File: config.mk
export PLATFORM = sky130hd
export DESIGN_NAME = alpha_over_composite_unit
export DESIGN_NICKNAME = d
export VERILOG_FILES = /design/src/design/aoc_pkg.sv /design/src/design/aoc_front.sv /design/src/design/aoc_queue.sv /design/src/design/aoc_back.sv /design/src/design/alpha_over_composite_unit.sv
export SDC_FILE = /design/constraint.sdc
export NUM_CORES = 2
export LEC_CHECK = 0
export BUFFER_PORTS_ARGS = -buffer_cell sky130_fd_sc_hd__buf_2
export CORE_ASPECT_RATIO = 0.75
export CORE_MARGIN = 2
export CORE_UTILIZATION = 58
export CTS_CLUSTER_DIAMETER = 30
export DETAILED_ROUTE_END_ITERATION = 12
export PLACE_DENSITY_LB_ADDON = 0.25
export REMOVE_ABC_BUFFERS = 1
export SYNTH_ARGS = -nofsm -noshare
export SYNTH_HDL_FRONTEND = slang
export SYNTH_HIERARCHICAL = 1
export SYNTH_SLANG_ARGS = --single-unit
File: constraint.sdc
create_clock -name clk -period 36 [get_ports clk]
set_clock_uncertainty 0.05 [all_clocks]
set_input_delay 7.2 -clock clk [delete_from_list [all_inputs] [get_ports clk]]
set_output_delay 7.2 -clock clk [all_outputs]
set_load 0.05 [all_outputs]
File: src/design/aoc_pkg.sv
// Shared types and constants for the alpha-over compositing block.
package aoc_pkg;

  localparam logic [7:0] CHAN_MAX   = 8'd255;
  localparam int         QDEPTH     = 4;
  localparam int         QAW        = $clog2(QDEPTH);
  localparam int         QBITS      = 8;   // quotient bits, results never exceed 255
  localparam int         NUM_W      = 24;  // 255*255*255 fits in 24 bits
  localparam int         DEN_W      = 16;
  localparam int         LANES      = 4;   // red, green, blue, alpha
  localparam int         ALPHA_LANE = 3;

  typedef struct packed {
    logic [7:0] src_red;
    logic [7:0] src_green;
    logic [7:0] src_blue;
    logic [7:0] src_alpha;
    logic [7:0] dst_red;
    logic [7:0] dst_green;
    logic [7:0] dst_blue;
    logic [7:0] dst_alpha;
  } pix_in_t;

  typedef struct packed {
    logic [7:0] out_red;
    logic [7:0] out_green;
    logic [7:0] out_blue;
    logic [7:0] out_alpha;
  } pix_out_t;

  // classified transaction handed from front to back
  typedef struct packed {
    logic                  partial;
    pix_out_t              byp;
    logic [2:0][7:0]       sc;
    logic [2:0][7:0]       dc;
    logic [7:0]            sa;
    logic [7:0]            da;
    logic [DEN_W-1:0]      den;
  } item_t;

endpackage

File: src/design/aoc_front.sv
// Front end: accepts pixels, classifies by source alpha, forms the common denominator.
module aoc_front import aoc_pkg::*; (
  input  logic    clk,
  input  logic    rst,
  input  logic    push,
  output logic    full,
  input  pix_in_t pixel,
  output logic    q_push,
  input  logic    q_full,
  output item_t   q_item
);

  logic    fv;
  item_t   item;
  item_t   item_next;
  logic [7:0] inv;

  assign full   = fv & q_full;
  assign q_push = fv & ~q_full;
  assign q_item = item;

  always_comb begin
    inv = CHAN_MAX - pixel.src_alpha;
    item_next.sc  = {pixel.src_blue, pixel.src_green, pixel.src_red};
    item_next.dc  = {pixel.dst_blue, pixel.dst_green, pixel.dst_red};
    item_next.sa  = pixel.src_alpha;
    item_next.da  = pixel.dst_alpha;
    item_next.den = ({pixel.src_alpha, 8'd0} - {8'd0, pixel.src_alpha})
                  + (pixel.dst_alpha * inv);
    item_next.partial = (pixel.src_alpha != CHAN_MAX) && (pixel.src_alpha != 8'd0);
    if (pixel.src_alpha == CHAN_MAX) begin
      item_next.byp = '{pixel.src_red, pixel.src_green, pixel.src_blue, CHAN_MAX};
    end else begin
      item_next.byp = '{pixel.dst_red, pixel.dst_green, pixel.dst_blue, pixel.dst_alpha};
    end
  end

  always_ff @(posedge clk) begin
    if (rst) begin
      fv <= 1'b0;
    end else if (!full) begin
      fv <= push;
    end
  end

  always_ff @(posedge clk) begin
    if (!full) begin
      item <= item_next;
    end
  end

endmodule

File: src/design/aoc_queue.sv
// Short FIFO decoupling the front end from the arithmetic back end.
module aoc_queue import aoc_pkg::*; (
  input  logic  clk,
  input  logic  rst,
  input  logic  wr,
  input  item_t wdata,
  output logic  q_full,
  input  logic  rd,
  output logic  q_empty,
  output item_t rdata
);

  item_t          mem [QDEPTH];
  logic [QAW-1:0] wptr;
  logic [QAW-1:0] rptr;
  logic [QAW:0]   count;

  assign q_full  = (count == (QAW+1)'(QDEPTH));
  assign q_empty = (count == '0);
  assign rdata   = mem[rptr];

  always_ff @(posedge clk) begin
    if (rst) begin
      wptr  <= '0;
      rptr  <= '0;
      count <= '0;
    end else begin
      if (wr) wptr <= wptr + 1'b1;
      if (rd) rptr <= rptr + 1'b1;
      count <= count + (QAW+1)'(wr) - (QAW+1)'(rd);
    end
  end

  always_ff @(posedge clk) begin
    if (wr) begin
      mem[wptr] <= wdata;
    end
  end

endmodule

File: src/design/aoc_back.sv
// Back end: products, numerators, a bit-per-stage restoring divider for the color lanes.
module aoc_back import aoc_pkg::*; (
  input  logic     clk,
  input  logic     rst,
  input  logic     q_empty,
  output logic     q_pop,
  input  item_t    q_item,
  output logic     empty,
  input  logic     pop,
  output pix_out_t result
);

  typedef struct packed {
    logic             partial;
    pix_out_t         byp;
    logic [7:0]       inv;
    logic [DEN_W-1:0] den;
    logic [2:0][15:0] ps;
    logic [2:0][15:0] pd;
  } prod_t;

  typedef struct packed {
    logic                        partial;
    pix_out_t                    byp;
    logic [DEN_W-1:0]            den;
    logic [LANES-1:0][NUM_W-1:0] rem;
    logic [LANES-1:0][QBITS-1:0] q;
  } div_t;

  logic  pv;
  prod_t pr;
  prod_t pr_next;
  logic  dv [QBITS+1];
  div_t  ds [QBITS+1];   // index 0 holds numerators, 1..QBITS the divider stages
  div_t  ds_next [QBITS+1];
  logic  out_valid;
  logic  adv;

  assign adv     = !dv[QBITS] || !out_valid || pop;
  assign q_pop   = adv && !q_empty;
  assign empty   = !out_valid;

  always_comb begin
    pr_next.partial = q_item.partial;
    pr_next.byp     = q_item.byp;
    pr_next.inv     = CHAN_MAX - q_item.sa;
    pr_next.den     = q_item.den;
    for (int c = 0; c < 3; c++) begin
      pr_next.ps[c] = q_item.sc[c] * q_item.sa;
      pr_next.pd[c] = q_item.dc[c] * q_item.da;
    end
  end

  always_comb begin
    logic [NUM_W-1:0] dshift;
    logic [DEN_W:0]   asum;
    ds_next[0].partial = pr.partial;
    ds_next[0].byp     = pr.byp;
    ds_next[0].den     = pr.den;
    ds_next[0].q       = '0;
    for (int c = 0; c < 3; c++) begin
      ds_next[0].rem[c] = ({pr.ps[c], 8'd0} - {8'd0, pr.ps[c]})
                        + NUM_W'(pr.pd[c] * pr.inv);
    end
    // alpha = den / 255 as (den + 1 + den/256) / 256, exact for den below 65536
    asum = (DEN_W+1)'(pr.den) + (DEN_W+1)'(pr.den >> 8) + 1'b1;
    ds_next[0].rem[ALPHA_LANE] = '0;
    ds_next[0].q[ALPHA_LANE]   = asum[DEN_W-1:QBITS];
    for (int s = 1; s <= QBITS; s++) begin
      ds_next[s] = ds[s-1];
      for (int l = 0; l < ALPHA_LANE; l++) begin
        dshift = NUM_W'(ds[s-1].den) << (QBITS - s);
        if (ds[s-1].rem[l] >= dshift) begin
          ds_next[s].rem[l]           = ds[s-1].rem[l] - dshift;
          ds_next[s].q[l][QBITS - s]  = 1'b1;
        end
      end
    end
  end

  always_ff @(posedge clk) begin
    if (rst) begin
      pv        <= 1'b0;
      out_valid <= 1'b0;
      for (int s = 0; s <= QBITS; s++) dv[s] <= 1'b0;
    end else begin
      if (adv) begin
        pv    <= !q_empty;
        dv[0] <= pv;
        for (int s = 1; s <= QBITS; s++) dv[s] <= dv[s-1];
      end
      if (!out_valid || pop) begin
        out_valid <= dv[QBITS];
      end
    end
  end

  always_ff @(posedge clk) begin
    if (adv) begin
      pr <= pr_next;
      for (int s = 0; s <= QBITS; s++) ds[s] <= ds_next[s];
    end
    if (!out_valid || pop) begin
      if (ds[QBITS].partial) begin
        result <= '{ds[QBITS].q[0], ds[QBITS].q[1], ds[QBITS].q[2],
                    ds[QBITS].q[ALPHA_LANE]};
      end else begin
        result <= ds[QBITS].byp;
      end
    end
  end

endmodule

File: src/design/alpha_over_composite_unit.sv
// Top level of the straight-alpha source-over compositing block.
//
// Input channel: push/full queue interface carrying one source and one
// destination RGBA pixel per transaction (pixel). A transaction is taken
// when push is high and full is low.
// Result channel: empty/pop queue interface. The oldest result sits on
// result while empty is low and leaves when pop is high.
// Throughput: one pixel per clock, sustained, in both directions, while pop is not withheld.
// Path: when nothing stalls, a pixel passes through one front register,
// the decoupling queue, a product stage, a numerator stage, eight
// restoring divider stages (one quotient bit each) and the output register.
// The eight-stage divider makes up most of the latency.
// When pop is withheld the back pipeline holds, the 4-entry queue fills,
// then the front register holds and full rises.
// Reset (rst, synchronous) empties every stage and the queue; no results
// are pending afterwards.
module alpha_over_composite_unit import aoc_pkg::*; (
  input  logic     clk,
  input  logic     rst,
  input  logic     push,
  output logic     full,
  input  pix_in_t  pixel,
  output logic     empty,
  input  logic     pop,
  output pix_out_t result
);

  logic  q_wr;
  logic  q_full;
  logic  q_rd;
  logic  q_empty;
  item_t q_wdata;
  item_t q_rdata;

  aoc_front u_front (
    .clk    (clk),
    .rst    (rst),
    .push   (push),
    .full   (full),
    .pixel  (pixel),
    .q_push (q_wr),
    .q_full (q_full),
    .q_item (q_wdata)
  );

  aoc_queue u_queue (
    .clk     (clk),
    .rst     (rst),
    .wr      (q_wr),
    .wdata   (q_wdata),
    .q_full  (q_full),
    .rd      (q_rd),
    .q_empty (q_empty),
    .rdata   (q_rdata)
  );

  aoc_back u_back (
    .clk     (clk),
    .rst     (rst),
    .q_empty (q_empty),
    .q_pop   (q_rd),
    .q_item  (q_rdata),
    .empty   (empty),
    .pop     (pop),
    .result  (result)
  );

endmodule
==> qor.csv <==
stage;metric;value;unit
sta;fmax;87.9;MHz
cells_and_area;area_delta_synth_final;12.8;%
placement;io_buffer_count;101;
die;fp-row-count;141;
setup_path;worstPathArrival;11.75;ns
setup_path;worst_path_max_delay_cell;buf_4;
die;die-area;0.201;mm²
yosys;netlist_area;0.114;mm²
cells_and_area;drive_above_1_share;11.1;%
yosys;netlist_top_cells_area;edfxtp_1 51%, fa_1 11%, ha_1 9.1%;
yosys;synth_edf_count;1940;
cts;cts_tree;done;
status;outcome;finished, final reports clean;
yosys;async_reset_ff_share;0;%
run;maxCapViolations;0;
detailed_routing;via_count;70500;
die;coreArea;0.197;mm²
cts;cts_setup_buffers;0;
min_path;hold_class;reg -> reg;
die;die_h;389;µm
yosys;syn_avg_cell_area;12.7;µm²
cts;htreeDepth;5;
sta;min_period_over_period;31.6;%
global_routing;grt_pass1_vias;71400;
cts;cts-resized-gates;0;
sta;slew_violations;0;
cts;path_clk_slew;0.06;ns
setup_path;cp-start-kind;input port;
cts;clock-sinks;1952;
cells_and_area;layout.cells.most_common;edfxtp_1;
placement;hpwlAfterDp;195000;µm
global_routing;grtUsageMet2;43.5;%
sta;fin_tns_setup;0;ns
sta;worst-slew-pin-transition;1.21;ns
setup_path;path_cells;buf_2, nor2_1, and2_1, inv_8, buf_4, buf_4, buf_4, buf_4;
yosys;ys.flop_type;edfxtp_1;
sta;hold_viol;0;
setup_path;cpPeakStageDelay;0.87;ns
die;die_w;517;µm
detailed_routing;drt_pass1_iterations;5;
setup_path;crit_type;in -> reg;
setup_path;rrSetupSlack;28.15;ns
detailed_routing;vias_per_cell;5.78;
setup_path;worst_ep_required_time;36.37;ns
global_routing;grt_overflow;0;
global_routing;antenna_found_initial;7;
global_routing;top_usage_layer;met2;
global_routing;use_met1;39.3;%
yosys;yosysTopAreaCell;edfxtp_1;
die;io_pins;102;
cells_and_area;num-nets-final;10800;
setup_path;end_kind;flip-flop;
yosys;synth.top_cell.area_share;50.9;%
cts;cts_hold_buf;0;
global_routing;grt_pass1_wl;422000;µm
setup_path;cpMostUsedCell;buf_4;
global_routing;grt_max_degree;182;
yosys;synth_cell_types;104;
yosys;synth_cells;8976;
sta;rsz0062_at_grt;no;
yosys;ys_seq_area_share;51.1;%
global_routing;gr-usage-met3;4.17;%
sta;slew_headroom;19.4;%
detailed_routing;drtIter0Drc;6743;
detailed_routing;wl;273000;µm
cts;insertion_delay;0.86;ns
detailed_routing;drtAntennaViolNets;0;
sta;setup_viol;0;
cts;root_buffer;clkbuf_16;
cts;numCtsBuffers;324;
setup_path;cp_max_fo;152;
sta;period_minus_slack;11.38;ns
cts;cts_buffer_depth;4;
global_routing;globalRouteTotalUtil;27.4;%
die;start_util;58.2;%
placement;gp_congestion;0.933;
detailed_routing;drc_errors;0;
sta;whs;0.339;ns
cells_and_area;final_cell_mix;1940 x edfxtp_1, 1072 x inv_1, 832 x ha_1;
detailed_routing;wl_per_cell;22.4;µm
yosys;synth_warnings;6;
yosys;ys_ff_latch;1952;
==> path summary, 6_finish.rpt <==
kind,from,cells after the start,to
hold reg to reg,u_back/ds[0][843],0,u_back/ds[0][1020]
setup reg to reg,flip-flop,20,u_back/pr[31]
setup / recovery,pop,8,u_back/ds[0][343]
hold / removal,u_back/ds[0][843],0,u_back/ds[0][1020]
==> layout make-up <==
class	count	area (µm²)
Inverter	1079	4060
Tap cell	2645	3310
Clock buffer	339	8270
Fill cell	14000	67400
Clock inverter	254	2900
Antenna cell	5	12.5
Timing Repair Buffer	159	966
Multi-Input combinational cell	5756	51100
Sequential cell	1952	58500
==> registers in the layout, indices dropped and copies added, names as in the netlist, named ones only <==
signal,cells
u_queue/mem,452
u_front/q_item,113
u_back/out_valid,1
u_back/pr,104
u_back/result,32
u_front/fv,1
u_queue/count,3
u_back/dv,9
u_queue/wptr,2
u_back/pv,1
u_queue/rptr,2
u_back/ds_next,49
u_back/ds,1181
==> layer usage <==
| layer | up-vias | wire length [µm] |
|---|---|---|
| met5 | - | 27 |
| li1 | 32400 | - |
| met3 | 443 | 18600 |
| met2 | 2696 | 128000 |
| met4 | 4 | 8120 |
| met1 | 34900 | 118000 |
==> synth_stat cells (23+ instances only) <==
cell / number
a211oi_1: 33
a21boi_0: 39
a21o_1: 183
a21oi_1: 446
a31oi_1: 35
and2_1: 417
and3_1: 33
buf_2: 25
clkbuf_1: 143
edfxtp_1: 1940
fa_1: 625
ha_1: 832
inv_1: 1073
mux2_2: 137
mux4_2: 113
nand2_1: 703
nand2b_1: 59
nand3_1: 85
nand4_1: 52
nor2_1: 415
nor2b_1: 101
nor3_1: 93
nor4_1: 37
o2111ai_1: 25
o211ai_1: 23
o21a_1: 79
o21ai_0: 292
o21bai_1: 43
o31ai_1: 31
or2_2: 36
or3_1: 43
xnor2_1: 319
xor2_1: 174
==> through the flow <==
step,std cells,util (%),worst slack [ns],instance area (µm²)
after detailed placement,11600,60.0,23.88,118000
after global routing,12200,65.7,24.29,129000
after CTS,12200,65.7,24.69,129000
final,12200,65.7,24.62,129000
after global placement,11600,60.0,24.00,118000
after floorplan,8787,-,1.11,114000
==> worst max-delay path: cells and delay by family <==
family        cells  cell delay, ns
buf+inv           6            3.90
simple gates      2            0.31
==> cell families (layout without fill, tap and decap cells) <==
family	after synthesis	after routing	share of synthesized area (%)
AND/OR/NAND/NOR	2160	2160	9.34
flip-flops	1952	1952	51.1
adder cells (fa/ha/maj)	1457	1457	20.0
AO/OA/AOI/OAI	1374	1374	7.64
buffers and inverters	1268	1831	4.31
XOR/XNOR	494	494	3.79
multiplexers	270	270	3.77
other	1	6	0.00328
Power is left out: the tool's default activity adds up to more than one toggle a clock period on the data nets, which glitch-free logic cannot reach.
